## config.mk

```make
export PLATFORM = sky130hd
export DESIGN_NAME = bucketed_histogram
export DESIGN_NICKNAME = d
export VERILOG_FILES = /design/src/rtl/bhist_pkg.sv /design/src/rtl/bucketed_histogram.sv /design/src/rtl/bhist_bucket_sel.sv /design/src/rtl/bhist_accum.sv /design/src/rtl/bhist_readout.sv
export SDC_FILE = /design/constraint.sdc
export NUM_CORES = 2
export LEC_CHECK = 0
export BUFFER_PORTS_ARGS = -buffer_cell sky130_fd_sc_hd__buf_2
export CORE_UTILIZATION = 60
export CTS_BUF_LIST = sky130_fd_sc_hd__clkbuf_4 sky130_fd_sc_hd__clkbuf_8
export CTS_CLUSTER_DIAMETER = 80
export DETAILED_ROUTE_END_ITERATION = 8
export PLACE_DENSITY_LB_ADDON = 0.2
export SETUP_SLACK_MARGIN = 0.3
export SLEW_MARGIN = 20
export SYNTH_ARGS = -nofsm -noshare
export SYNTH_HDL_FRONTEND = slang
export SYNTH_SLANG_ARGS = --single-unit
```

## constraint.sdc

```tcl
create_clock -name clock -period 9.8 [get_ports clock]
set_input_delay 1.47 -clock clock [delete_from_list [all_inputs] [get_ports clock]]
set_output_delay 1.47 -clock clock [all_outputs]
set_load 0.01 [all_outputs]
```

## src/rtl/bhist_pkg.sv

```systemverilog
// Shared constants, codes and types of the bucketed histogram.
package bhist_pkg;

   localparam int MAX_BOUNDS     = 7;              // boundaries that may be in use, 0..7
   localparam int NUM_BOUND_REGS = 7;              // boundary registers present
   localparam int NUM_BUCKETS    = NUM_BOUND_REGS + 1;
   localparam int RANK_W         = 3;              // bucket rank / bound count width
   localparam int VALUE_W        = 32;             // Q16.16 sample and boundary width
   localparam int COUNT_W        = 32;
   localparam int SUM_W          = 64;
   localparam int CSR_IDX_W      = 3;
   localparam int CSR_DATA_W     = 32;
   localparam int REQ_TDATA_W    = 32;
   localparam int RSP_FIELDS_W   = RANK_W + VALUE_W + COUNT_W + COUNT_W + SUM_W;
   localparam int RSP_TDATA_W    = ((RSP_FIELDS_W + 7) / 8) * 8;

   // register indexes
   localparam logic [CSR_IDX_W-1:0] CSR_BOUND_COUNT = CSR_IDX_W'(0);
   localparam logic [CSR_IDX_W-1:0] CSR_BOUNDARY_0  = CSR_IDX_W'(1);

   // request selector codes
   localparam logic FUNC_OBSERVE = 1'b0;
   localparam logic FUNC_READOUT = 1'b1;

   localparam logic signed [SUM_W-1:0] SUM_MAX = {1'b0, {(SUM_W-1){1'b1}}};
   localparam logic signed [SUM_W-1:0] SUM_MIN = {1'b1, {(SUM_W-1){1'b0}}};

   // observe item leaving the input register
   typedef struct packed {
      logic                      valid;
      logic signed [VALUE_W-1:0] sample;
   } obs_type;

   // observe item with its bucket resolved, headed for the accumulators
   typedef struct packed {
      logic                      valid;
      logic [RANK_W-1:0]         bucket;
      logic signed [VALUE_W-1:0] sample;
   } upd_type;

endpackage

```

## src/rtl/bucketed_histogram.sv

```systemverilog
// Top level of the bucketed histogram: input register, register file and wiring.
//
// Bins signed Q16.16 samples into up to eight buckets set by up to seven
// boundary registers; a sample's bucket is the number of active boundaries
// less than or equal to it, so boundaries may be written in any order.
// Observe transfers (tuser = 0) are taken one per cycle while no read-out
// waits or streams: input register, bucket-select register (parallel
// compares), then the saturating accumulators, so an observe produces no
// result. A read-out transfer (tuser = 1) waits for the one accumulate still
// in flight, then streams bound_count + 1 results, one per cycle while
// rsp_tready is high, lowest bucket first; the last one carries tlast and
// tuser (no upper bound). The input is held off while a read-out streams.
// Boundary ranks are re-registered every cycle from the register file, so
// they follow it in the next cycle. Counts, the cumulative count and the sum
// saturate; tallies survive reconfiguration. Registers: index 0 bound_count
// (bits 2:0), indexes 1..7 boundary_0..boundary_6.
module bucketed_histogram
   import bhist_pkg::*;
(
   input  logic                   clock,
   input  logic                   reset,
   // request channel
   input  logic                   req_tvalid,
   output logic                   req_tready,
   input  logic [REQ_TDATA_W-1:0] req_tdata,   // [31:0] sample
   input  logic                   req_tuser,   // [0] func
   // result channel
   output logic                   rsp_tvalid,
   input  logic                   rsp_tready,
   // [2:0] bucket_rank, [34:3] upper_limit, [66:35] cumulative_count,
   // [98:67] total_count, [162:99] total_sum, [167:163] zero
   output logic [RSP_TDATA_W-1:0] rsp_tdata,
   output logic                   rsp_tuser,   // [0] upper_infinite
   output logic                   rsp_tlast,   // last
   // configuration write port
   input  logic                   csr_we,
   input  logic [CSR_IDX_W-1:0]   csr_index,
   input  logic [CSR_DATA_W-1:0]  csr_wdata
);

   // register file
   logic [RANK_W-1:0]         bound_count_ff;
   logic signed [VALUE_W-1:0] bound_ff [NUM_BOUND_REGS];
   logic [RANK_W-1:0]         n_in_use;

   // input register
   logic                      in_valid_ff;
   logic                      in_func_ff;
   logic signed [VALUE_W-1:0] in_sample_ff;
   logic                      in_adv;
   logic                      in_load;

   obs_type                   obs;
   upd_type                   upd;
   logic                      rd_busy;
   logic                      rd_start;
   logic [COUNT_W-1:0]        tally [NUM_BUCKETS];
   logic [COUNT_W-1:0]        sample_total;
   logic signed [SUM_W-1:0]   value_total;

   always_ff @(posedge clock) begin
      if (reset) begin
         bound_count_ff <= '0;
         for (int i = 0; i < NUM_BOUND_REGS; i++) begin
            bound_ff[i] <= '0;
         end
      end else if (csr_we) begin
         if (csr_index == CSR_BOUND_COUNT) begin
            bound_count_ff <= csr_wdata[RANK_W-1:0];
         end else begin
            bound_ff[csr_index - CSR_BOUNDARY_0] <= csr_wdata[VALUE_W-1:0];
         end
      end
   end

   // clamp the count to the supported number of boundaries
   assign n_in_use = (bound_count_ff > RANK_W'(MAX_BOUNDS)) ? RANK_W'(MAX_BOUNDS)
                                                          : bound_count_ff;

   // An observe moves on every cycle unless a read-out is streaming; a
   // read-out starts only once the accumulators hold every earlier sample.
   assign in_adv   = in_valid_ff && !rd_busy && ((in_func_ff == FUNC_OBSERVE) || !upd.valid);
   assign rd_start = in_adv && (in_func_ff == FUNC_READOUT);
   assign req_tready = !in_valid_ff || in_adv;
   assign in_load  = req_tvalid && req_tready;

   always_ff @(posedge clock) begin
      if (reset) begin
         in_valid_ff <= 1'b0;
      end else if (in_load) begin
         in_valid_ff <= 1'b1;
      end else if (in_adv) begin
         in_valid_ff <= 1'b0;
      end
      if (in_load) begin
         in_func_ff   <= req_tuser;
         in_sample_ff <= req_tdata[VALUE_W-1:0];
      end
   end

   assign obs.valid  = in_adv && (in_func_ff == FUNC_OBSERVE);
   assign obs.sample = in_sample_ff;

   bhist_bucket_sel u_bucket_sel (
      .clock    (clock),
      .reset    (reset),
      .obs      (obs),
      .bound    (bound_ff),
      .n_in_use (n_in_use),
      .upd      (upd)
   );

   bhist_accum u_accum (
      .clock        (clock),
      .reset        (reset),
      .upd          (upd),
      .tally        (tally),
      .sample_total (sample_total),
      .value_total  (value_total)
   );

   bhist_readout u_readout (
      .clock        (clock),
      .reset        (reset),
      .start        (rd_start),
      .bound        (bound_ff),
      .n_in_use     (n_in_use),
      .tally        (tally),
      .sample_total (sample_total),
      .value_total  (value_total),
      .busy         (rd_busy),
      .rsp_tvalid   (rsp_tvalid),
      .rsp_tready   (rsp_tready),
      .rsp_tdata    (rsp_tdata),
      .rsp_tuser    (rsp_tuser),
      .rsp_tlast    (rsp_tlast)
   );

   // no accumulate may land while a read-out streams its snapshot
   a_no_update_in_readout: assert property (@(posedge clock) disable iff (reset)
      rd_busy |-> !upd.valid)
      else $error("accumulator update during read-out");

   // a read-out only starts with the pipeline drained and the sequencer idle
   a_start_when_drained: assert property (@(posedge clock) disable iff (reset)
      rd_start |-> (!upd.valid && !rd_busy))
      else $error("read-out started with work in flight");

   // the unbounded bucket is exactly the final one
   a_last_is_infinite: assert property (@(posedge clock) disable iff (reset)
      rsp_tvalid |-> (rsp_tlast == rsp_tuser))
      else $error("last and upper_infinite disagree");

   // a started read-out always reaches the sequencer on the next edge
   a_start_sets_busy: assert property (@(posedge clock) disable iff (reset)
      rd_start |=> rd_busy)
      else $error("read-out start lost");

endmodule

```

## src/rtl/bhist_bucket_sel.sv

```systemverilog
// Bucket selection stage: compares a sample against the active boundaries.
module bhist_bucket_sel
   import bhist_pkg::*;
(
   input  logic                      clock,
   input  logic                      reset,
   input  obs_type                   obs,
   input  logic signed [VALUE_W-1:0] bound [NUM_BOUND_REGS],
   input  logic [RANK_W-1:0]         n_in_use,
   output upd_type                   upd
);

   upd_type                   upd_ff;
   upd_type                   upd_in;
   logic [NUM_BOUND_REGS-1:0] hit;

   always_comb begin
      for (int i = 0; i < NUM_BOUND_REGS; i++) begin
         hit[i] = (RANK_W'(i) < n_in_use) && (bound[i] <= obs.sample);
      end
      upd_in.valid  = obs.valid;
      upd_in.bucket = RANK_W'($countones(hit));
      upd_in.sample = obs.sample;
   end

   always_ff @(posedge clock) begin
      if (reset) begin
         upd_ff.valid <= 1'b0;
      end else begin
         upd_ff.valid <= upd_in.valid;
      end
      upd_ff.bucket <= upd_in.bucket;
      upd_ff.sample <= upd_in.sample;
   end

   assign upd = upd_ff;

endmodule

```

## src/rtl/bhist_accum.sv

```systemverilog
// Saturating per-bucket tallies, total sample count and total sample sum.
module bhist_accum
   import bhist_pkg::*;
(
   input  logic                    clock,
   input  logic                    reset,
   input  upd_type                 upd,
   output logic [COUNT_W-1:0]      tally [NUM_BUCKETS],
   output logic [COUNT_W-1:0]      sample_total,
   output logic signed [SUM_W-1:0] value_total
);

   logic [COUNT_W-1:0]      tally_ff [NUM_BUCKETS];
   logic [COUNT_W-1:0]      tally_in [NUM_BUCKETS];
   logic [COUNT_W-1:0]      sample_total_ff;
   logic [COUNT_W-1:0]      sample_total_in;
   logic signed [SUM_W-1:0] value_total_ff;
   logic signed [SUM_W-1:0] value_total_in;
   logic [SUM_W:0]          sum_wide;

   always_comb begin
      for (int i = 0; i < NUM_BUCKETS; i++) begin
         tally_in[i] = tally_ff[i];
         if (upd.valid && (upd.bucket == RANK_W'(i)) && (tally_ff[i] != '1)) begin
            tally_in[i] = tally_ff[i] + COUNT_W'(1);
         end
      end

      sample_total_in = sample_total_ff;
      if (upd.valid && (sample_total_ff != '1)) begin
         sample_total_in = sample_total_ff + COUNT_W'(1);
      end

      // 65-bit sum; the top two bits disagree on overflow
      sum_wide = {value_total_ff[SUM_W-1], value_total_ff}
               + {{(SUM_W-VALUE_W+1){upd.sample[VALUE_W-1]}}, upd.sample};
      value_total_in = value_total_ff;
      if (upd.valid) begin
         if (sum_wide[SUM_W] != sum_wide[SUM_W-1]) begin
            value_total_in = sum_wide[SUM_W] ? SUM_MIN : SUM_MAX;
         end else begin
            value_total_in = sum_wide[SUM_W-1:0];
         end
      end
   end

   always_ff @(posedge clock) begin
      if (reset) begin
         for (int i = 0; i < NUM_BUCKETS; i++) begin
            tally_ff[i] <= '0;
         end
         sample_total_ff <= '0;
         value_total_ff  <= '0;
      end else begin
         tally_ff        <= tally_in;
         sample_total_ff <= sample_total_in;
         value_total_ff  <= value_total_in;
      end
   end

   assign tally        = tally_ff;
   assign sample_total = sample_total_ff;
   assign value_total  = value_total_ff;

endmodule

```

## src/rtl/bhist_readout.sv

```systemverilog
// Read-out sequencer: ranks boundaries and streams one result per bucket.
module bhist_readout
   import bhist_pkg::*;
(
   input  logic                      clock,
   input  logic                      reset,
   input  logic                      start,
   input  logic signed [VALUE_W-1:0] bound [NUM_BOUND_REGS],
   input  logic [RANK_W-1:0]         n_in_use,
   input  logic [COUNT_W-1:0]        tally [NUM_BUCKETS],
   input  logic [COUNT_W-1:0]        sample_total,
   input  logic signed [SUM_W-1:0]   value_total,
   output logic                      busy,
   output logic                      rsp_tvalid,
   input  logic                      rsp_tready,
   output logic [RSP_TDATA_W-1:0]    rsp_tdata,
   output logic                      rsp_tuser,
   output logic                      rsp_tlast
);

   logic [RANK_W-1:0]         rank_ff [NUM_BOUND_REGS];
   logic [RANK_W-1:0]         rank_in [NUM_BOUND_REGS];
   logic                      busy_ff;
   logic                      busy_in;
   logic [RANK_W-1:0]         k_ff;
   logic [RANK_W-1:0]         k_in;
   logic [COUNT_W-1:0]        cum_ff;
   logic [COUNT_W-1:0]        cum_in;
   logic                      valid_ff;
   logic                      valid_in;
   logic [RSP_TDATA_W-1:0]    tdata_ff;
   logic [RSP_TDATA_W-1:0]    tdata_in;
   logic                      tuser_ff;
   logic                      tuser_in;
   logic                      tlast_ff;
   logic                      tlast_in;
   logic                      load_ok;
   logic                      at_top;
   logic [NUM_BOUND_REGS-1:0] below;
   logic signed [VALUE_W-1:0] upper;
   logic [COUNT_W:0]          cum_wide;
   logic [COUNT_W-1:0]        cum_next;

   // rank of each boundary among those in use, ties by register number
   always_comb begin
      for (int i = 0; i < NUM_BOUND_REGS; i++) begin
         for (int j = 0; j < NUM_BOUND_REGS; j++) begin
            below[j] = (RANK_W'(j) < n_in_use)
                     && ((bound[j] < bound[i]) || ((bound[j] == bound[i]) && (j < i)));
         end
         rank_in[i] = RANK_W'($countones(below));
      end
   end

   always_comb begin
      load_ok = !valid_ff || rsp_tready;
      at_top  = (k_ff == n_in_use);

      upper = '0;
      for (int i = 0; i < NUM_BOUND_REGS; i++) begin
         if ((RANK_W'(i) < n_in_use) && (rank_ff[i] == k_ff)) begin
            upper = upper | bound[i];
         end
      end

      cum_wide = {1'b0, cum_ff} + {1'b0, tally[k_ff]};
      cum_next = cum_wide[COUNT_W] ? '1 : cum_wide[COUNT_W-1:0];

      busy_in  = busy_ff;
      k_in     = k_ff;
      cum_in   = cum_ff;
      valid_in = valid_ff;
      tdata_in = tdata_ff;
      tuser_in = tuser_ff;
      tlast_in = tlast_ff;

      if (start) begin
         busy_in = 1'b1;
         k_in    = '0;
         cum_in  = '0;
      end else if (busy_ff && load_ok) begin
         k_in     = k_ff + RANK_W'(1);
         cum_in   = cum_next;
         busy_in  = !at_top;
         valid_in = 1'b1;
         tdata_in = RSP_TDATA_W'({value_total, sample_total, cum_next, upper, k_ff});
         tuser_in = at_top;
         tlast_in = at_top;
      end

      if (!(busy_ff && !start && load_ok) && rsp_tready) begin
         valid_in = 1'b0;
      end
   end

   always_ff @(posedge clock) begin
      if (reset) begin
         busy_ff  <= 1'b0;
         valid_ff <= 1'b0;
      end else begin
         busy_ff  <= busy_in;
         valid_ff <= valid_in;
      end
      rank_ff  <= rank_in;
      k_ff     <= k_in;
      cum_ff   <= cum_in;
      tdata_ff <= tdata_in;
      tuser_ff <= tuser_in;
      tlast_ff <= tlast_in;
   end

   assign busy       = busy_ff;
   assign rsp_tvalid = valid_ff;
   assign rsp_tdata  = tdata_ff;
   assign rsp_tuser  = tuser_ff;
   assign rsp_tlast  = tlast_ff;

endmodule
```

======== Word level (Yosys, flattened, before mapping) ========
Index checks and enable logic that the tools add are counted.
operators by class
  div/mod/pow operators ................... 0
  shift operators ......................... 0
  $mul .................................... 0
  add/subtract/negate cells ............... 61
  eq/ne operators ......................... 46
  $lt $le $gt $ge ......................... 67
  muxes and demuxes ....................... 21
  reductions and logical operators ........ 129
  bitwise gates (word level) .............. 11
operator list
  cell                                                       count
  < comparator 32 bit                                        49
  == test 32 bit                                             21
  two-way mux 32 bit                                         11
  adder 32 x 1 -> 32 bit (second input constant)             9
  != test 32 bit (second input constant)                     9
  bitwise mux 224 bit                                        1
  <= comparator 32 bit                                       7
  bitwise OR 32 bit                                          6
  two-way mux 64 bit                                         2
  binary-select mux 32 bit (select 3 bit)                    1
  demux 32 bit (select 3 bit)                                1
  logical AND 1 bit                                          90
  adder 64 x 32 -> 65 bit                                    1
  adder 1 x 1 -> 2 bit                                       24
  adder 3 bit                                                16
  adder 32 x 32 -> 33 bit                                    1
  adder 3 x 1 -> 3 bit                                       8
  == test 3 bit                                              8
  logical OR 1 bit                                           24
  == test 3 bit (second input constant)                      4
  < comparator 3 bit (first input constant)                  3
  greater-or-equal comparator 4 bit (second input constant)  2
  inverter 3 -> 4 bit                                        2
  logical NOT 1 bit                                          7
  other kinds (16)                                           28
storage, ports and cells
  output and inout bits ................... 172
  flip-flop bits (word level) ............. 871
  word-level logic and storage cells ...... 372
  memories kept ........................... 0
  bits in writable memories ............... 0
  latch bits .............................. 0
  ROM bits ................................ 0

======== Logic depth before layout (Yosys ltp) ========
  depth in word-level cells ............... 17
  gate-level depth with buffers ........... 21
  mapped depth without buffers ............ 21

======== Cells and area by module ========
A second synthesis with hierarchy kept.
second synthesis, totals
  cells, all modules ...................... 6749
  area, all modules ....................... 62752.7 um^2
modules (own cells, without submodules)
  module              times used  area an instance (um^2)  cells an instance  sequential area each (um^2)
  bhist_readout       1           27889.2                  2861               6085.8
  bhist_accum         1           19008.2                  2371               7046.8
  bucketed_histogram  1           10008.3                  830                5555.3
  bhist_bucket_sel    1           5846.9                   687                720.7

======== Least setup slack after synthesis ========
Ideal clock, no wire load.
  kind .................................... input to register
  start ................................... input port rsp_tready
  end ..................................... register u_readout.tdata_ff[0], in the netlist u_readout.rsp_tdata[0], enable pin
  data required time ...................... 9208 ps
  setup slack ............................. 2422 ps
  path buffers ............................ 3
  data arrival time ....................... 6785 ps
  stages on the path ...................... 5
  setup time .............................. 592 ps
  cell sequence ........................... nand2b_1 > and2_1 > clkbuf_1 > buf_1 > clkbuf_1
on the way
  longest elaborated chain between the ends .. 3
RTL lines
  what                           line                      RTL
  from (decl)                    bucketed_histogram.sv:29  input logic rsp_tready,
  logical OR 1 bit               bhist_readout.sv:56       load_ok = !valid_ff || rsp_tready;
  logical AND 1 bit              bhist_readout.sv:81       end else if (busy_ff && load_ok) begin
  AND reduction 2 bit (no line)  -
  to (signal assigned)           bhist_readout.sv:107      tdata_ff <= tdata_in;
  to (decl)                      bhist_readout.sv:31       logic [RSP_TDATA_W-1:0] tdata_ff;
No other way between the ends.
A chain may end at the register's enable or synchronous reset.

======== Worst setup path after layout ========
  start ................................... register u_readout.k_ff[0]
  end ..................................... register u_readout.cum_ff[5]
on the way
  longest elaborated chain between the ends .. 6
RTL lines
  what                                                   line                  RTL
  from (decl)                                            bhist_readout.sv:25   logic [RANK_W-1:0] k_ff;
  from (signal assigned)                                 bhist_readout.sv:105  k_ff <= k_in;
  inverter 3 -> 4 bit (not written as such)              bhist_readout.sv:66   cum_wide = {1'b0, cum_ff} + {1'b0, tally[k_ff]};
  binary-select mux 32 bit (select 3 bit)                bhist_readout.sv:66
  two-way mux 32 bit (not written as such) (2 in a row)  bhist_readout.sv:66
  adder 32 x 32 -> 33 bit                                bhist_readout.sv:66
  two-way mux 32 bit                                     bhist_readout.sv:67   cum_next = cum_wide[COUNT_W] ? '1 : cum_wide[COUNT_W-1:0];
  to (signal assigned)                                   bhist_readout.sv:106  cum_ff <= cum_in;
  to (decl)                                              bhist_readout.sv:27   logic [COUNT_W-1:0] cum_ff;
No other way between the ends. The select of a mux whose other input is x is not followed.

==> flow_summary.yaml <==
logic_synthesis:
  synthMuxAreaShare_pct: 3.54
  syn_area_mm2: 0.0617
  synth_cell_types: 85
  synth_xor_xnor_area_share_pct: 4.98
  synth_adder_area_share_pct: 21.7
  synth_enable_flop_cells: 197
  synth_top_area_cell: "dfxtp_1"
  yosys.area_share.simple_pct: 18.6
  synth_top_family_by_area: "adder cells"
  ys_async_sr_fraction_pct: 0
  synth.avg_cell_area_um2: 8.81
  syn-instance-count: 6997
  ys_top_cells_by_area: "dfxtp_1, ha_1, edfxtp_1, a21oi_1, nand2_1"
  synth-main-ff-cell: "dfxtp_1"
  netlist.area_leader.share_pct: 21.9
  yosysSeqAreaShare_pct: 31.5
  synth_compound_area_share_pct: 15.9
  yosys_register_bits: 871
  yosysWarnings: 0
timing:
  setup_violations: 0
  hold_viol: 0
  fin_crit_sh_pct: 64.9
  min_period_ns: 6.36
  grt_setup_unrepaired: "no"
  whs_ns: 0.374
  finalSetupTns_ns: 0
  slew-limit-headroom_pct: 18.5
  worst_pin_slew_ns: 1.19
  final-max-slew-violation-count: 0
  fmax_mhz: 157
  skew_ns: 0.0593
power_and_ir_drop:
  leakage_nw: 29.8
  power.total_mw: 9.81
  power_density_mw_per_mm2: 145
  peakVddDrop_mv: 0.143
detailed_routing:
  drtPass1Iterations: 8
  drc: 0
  wl_per_cell_um: 26.8
  wl_mm: 233
  num_vias: 56900
  ant_nets: 0
  drt_iter0_markers: 6852
  viasPerCell: 6.53
cts:
  clockBufferDepth: 3
  cts_hold_buffers: 0
  htreeDepth: 4
  clkSlewWorstSetupHoldPaths_ns: 0.06
  cts_sinks: 871
  ctsResizeCount: 0
  root_buffer: "clkbuf_8"
  post-cts-setup-buffers: 0
  clock_latency_ns: 0.88
  tritoncts: "yes"
  cts_buffers: 147
die:
  num_io_pins: 245
  dieArea_mm2: 0.104
  start_util_pct: 60.5
  die_h_um: 323
  dieWidth_um: 323
  num_rows: 117
  core_region_area_mm2: 0.102
final_layout:
  layout-drive-gt1-share_pct: 9.78
  final_cell_mix: "ha_1, nand2_1, dfxtp_1"
  nFillCells: 8522
  area_delta_synth_final_pct: 9.60
  final_util_pct: 66.3
  finalNetCount: 8342
  layout_commonest_cell: "ha_1"
global_routing:
  grt_pass1_wl_mm: 340
  grt_max_degree: 213
  grt_antenna_before_repair: 24
  grt-ovfl-total: 0
  grtUsageTotal_pct: 44.0
  grt_pass1_vias: 53500
worst_setup_path:
  worstPathMaxFanout: 47
  critPathLaunch: "u_readout.k_ff[0]"
  rr_worst_depth: 15
  crit_type: "flop to flop"
  r2r_end: "u_readout.cum_ff[5]"
  r2r_setup_slack_ns: 3.44
  required_ns: 10.55
  reg2reg_from: "u_readout.k_ff[0]"
  crit_end: "u_readout.cum_ff[5]"
  critPathArrivalTime_ns: 7.11
  cp-start-kind: "flop"
  endpoint_kind: "flop"
placement:
  port_buffers: 239
  place_hpwl_mm: 175
  gp_congestion: 1.09
min_path:
  hold_class: "flop to flop"
outcome:
  outcome: "finished, final reports clean"
flow_run:
  cap_violations: 0
cell usage after synthesis (7+ instances only):
cell,number
a21oi_1,642
a221oi_1,7
buf_1,11
nor4_1,29
a22oi_1,66
mux2_2,37
mux4_2,64
xor2_1,226
dfxtp_1,674
nand3_1,170
and4_1,36
a21o_1,272
nor2b_1,135
buf_2,8
xnor2_1,125
and2_1,21
ha_1,1037
or3_1,72
a21boi_0,8
clkbuf_1,205
o21ai_0,256
nand2b_1,102
nand2_1,769
inv_1,372
mux2i_1,31
a222oi_1,32
fa_1,19
a31oi_1,27
a311oi_1,9
or2_2,8
nor3_1,131
and3_1,55
o211ai_1,15
nand3b_1,7
nor2_1,540
nor3b_1,7
edfxtp_1,197
nand4_1,292
o221ai_1,7
o21a_1,124
a211oi_1,35
o21bai_1,19
flip-flops by register name (all words and copies together), names as in the netlist, 3 cells and up:
signal	count
u_readout.k_ff	3
u_accum.value_total	64
u_accum.tally	256
u_bucket_sel.upd	36
u_readout.rsp_tdata	163
bound_ff	224
u_accum.sample_total	32
u_readout.cum_ff	32
bound_count_ff	3
in_sample_ff	32
u_readout.rank_ff	21
where the power goes:
group	total [mW]	leakage, nW	internal (mW)	switching, mW
registers	4.05	7.31	3.82	0.230
clock network	3.67	1.73	2.05	1.62
logic	2.09	20.8	0.747	1.34
cells by family after synthesis:
| group | count (synthesis) |
|---|---|
| compound gates | 1581 |
| xor+xnor | 351 |
| fa+ha+maj | 1056 |
| buf+inv | 608 |
| flops | 871 |
| mux | 133 |
| other cells | 1 |
| simple gates | 2396 |
layer usage:
metal  global-route usage [%]  part of all wire (%)  up-vias
li1                         -                     -    25800
met5                        0                 0.043        -
met3                     10.0                    11      925
met4                     30.1                   7.8       18
met2                     66.6                    43     3158
met1                     55.8                    39    27000
worst min path at each step:
| stage | from | end | slack (ns) | depth (start not counted) |
|---|---|---|---|---|
| finish | in_sample_ff[26] | u_bucket_sel.upd[26] | 0.37 | 0 |
| CTS | in_sample_ff[22] | u_bucket_sel.upd[22] | 0.37 | 0 |
| floorplan | in_sample_ff[10] | u_bucket_sel.upd[10] | 0.35 | 0 |
| detailed placement | in_sample_ff[25] | u_bucket_sel.upd[25] | 0.36 | 0 |
| global placement | in_sample_ff[31] | u_bucket_sel.upd[31] | 0.35 | 0 |
| global route | in_sample_ff[28] | u_bucket_sel.upd[28] | 0.38 | 0 |
layout make-up:
| type | instances | area, um2 | area share [%] |
|---|---|---|---|
| Multi-Input combinational cell | 5522 | 40000 | 59.2 |
| Sequential cell | 871 | 19400 | 28.7 |
| Clock buffer | 219 | 2730 | 4.03 |
| Tap cell | 1368 | 1710 | 2.53 |
| Timing Repair Buffer | 298 | 1670 | 2.48 |
| Inverter | 373 | 1400 | 2.07 |
| Clock inverter | 50 | 592 | 0.876 |
| Antenna cell | 14 | 35.0 | 0.0518 |
worst max-delay path, stage by stage (launching register included):
cell	delay [ns]
dfxtp_4	0.95
buf_4	0.63
mux4_2	0.60
mux2_2	0.28
ha_1	0.31
nor2b_1	0.14
o21ai_0	0.12
a21boi_0	0.36
o311ai_0	0.22
a2111oi_0	1.04
a41o_1	0.45
nand2_1	0.13
a31oi_1	0.38
buf_4	0.30
nor2_1	0.10
a211oi_1	0.24
through the flow:
step	std cells	setup WS [ns]	area, um2
2_1_floorplan	7001	2.42	61700
3_3_place_gp	8432	3.59	64200
3_5_place_dp	8432	3.52	64200
4_1_cts	8701	3.48	67600
5_1_grt	8707	2.98	67600
6_report	8715	3.44	67600
(Power assumes the default switching activity.)
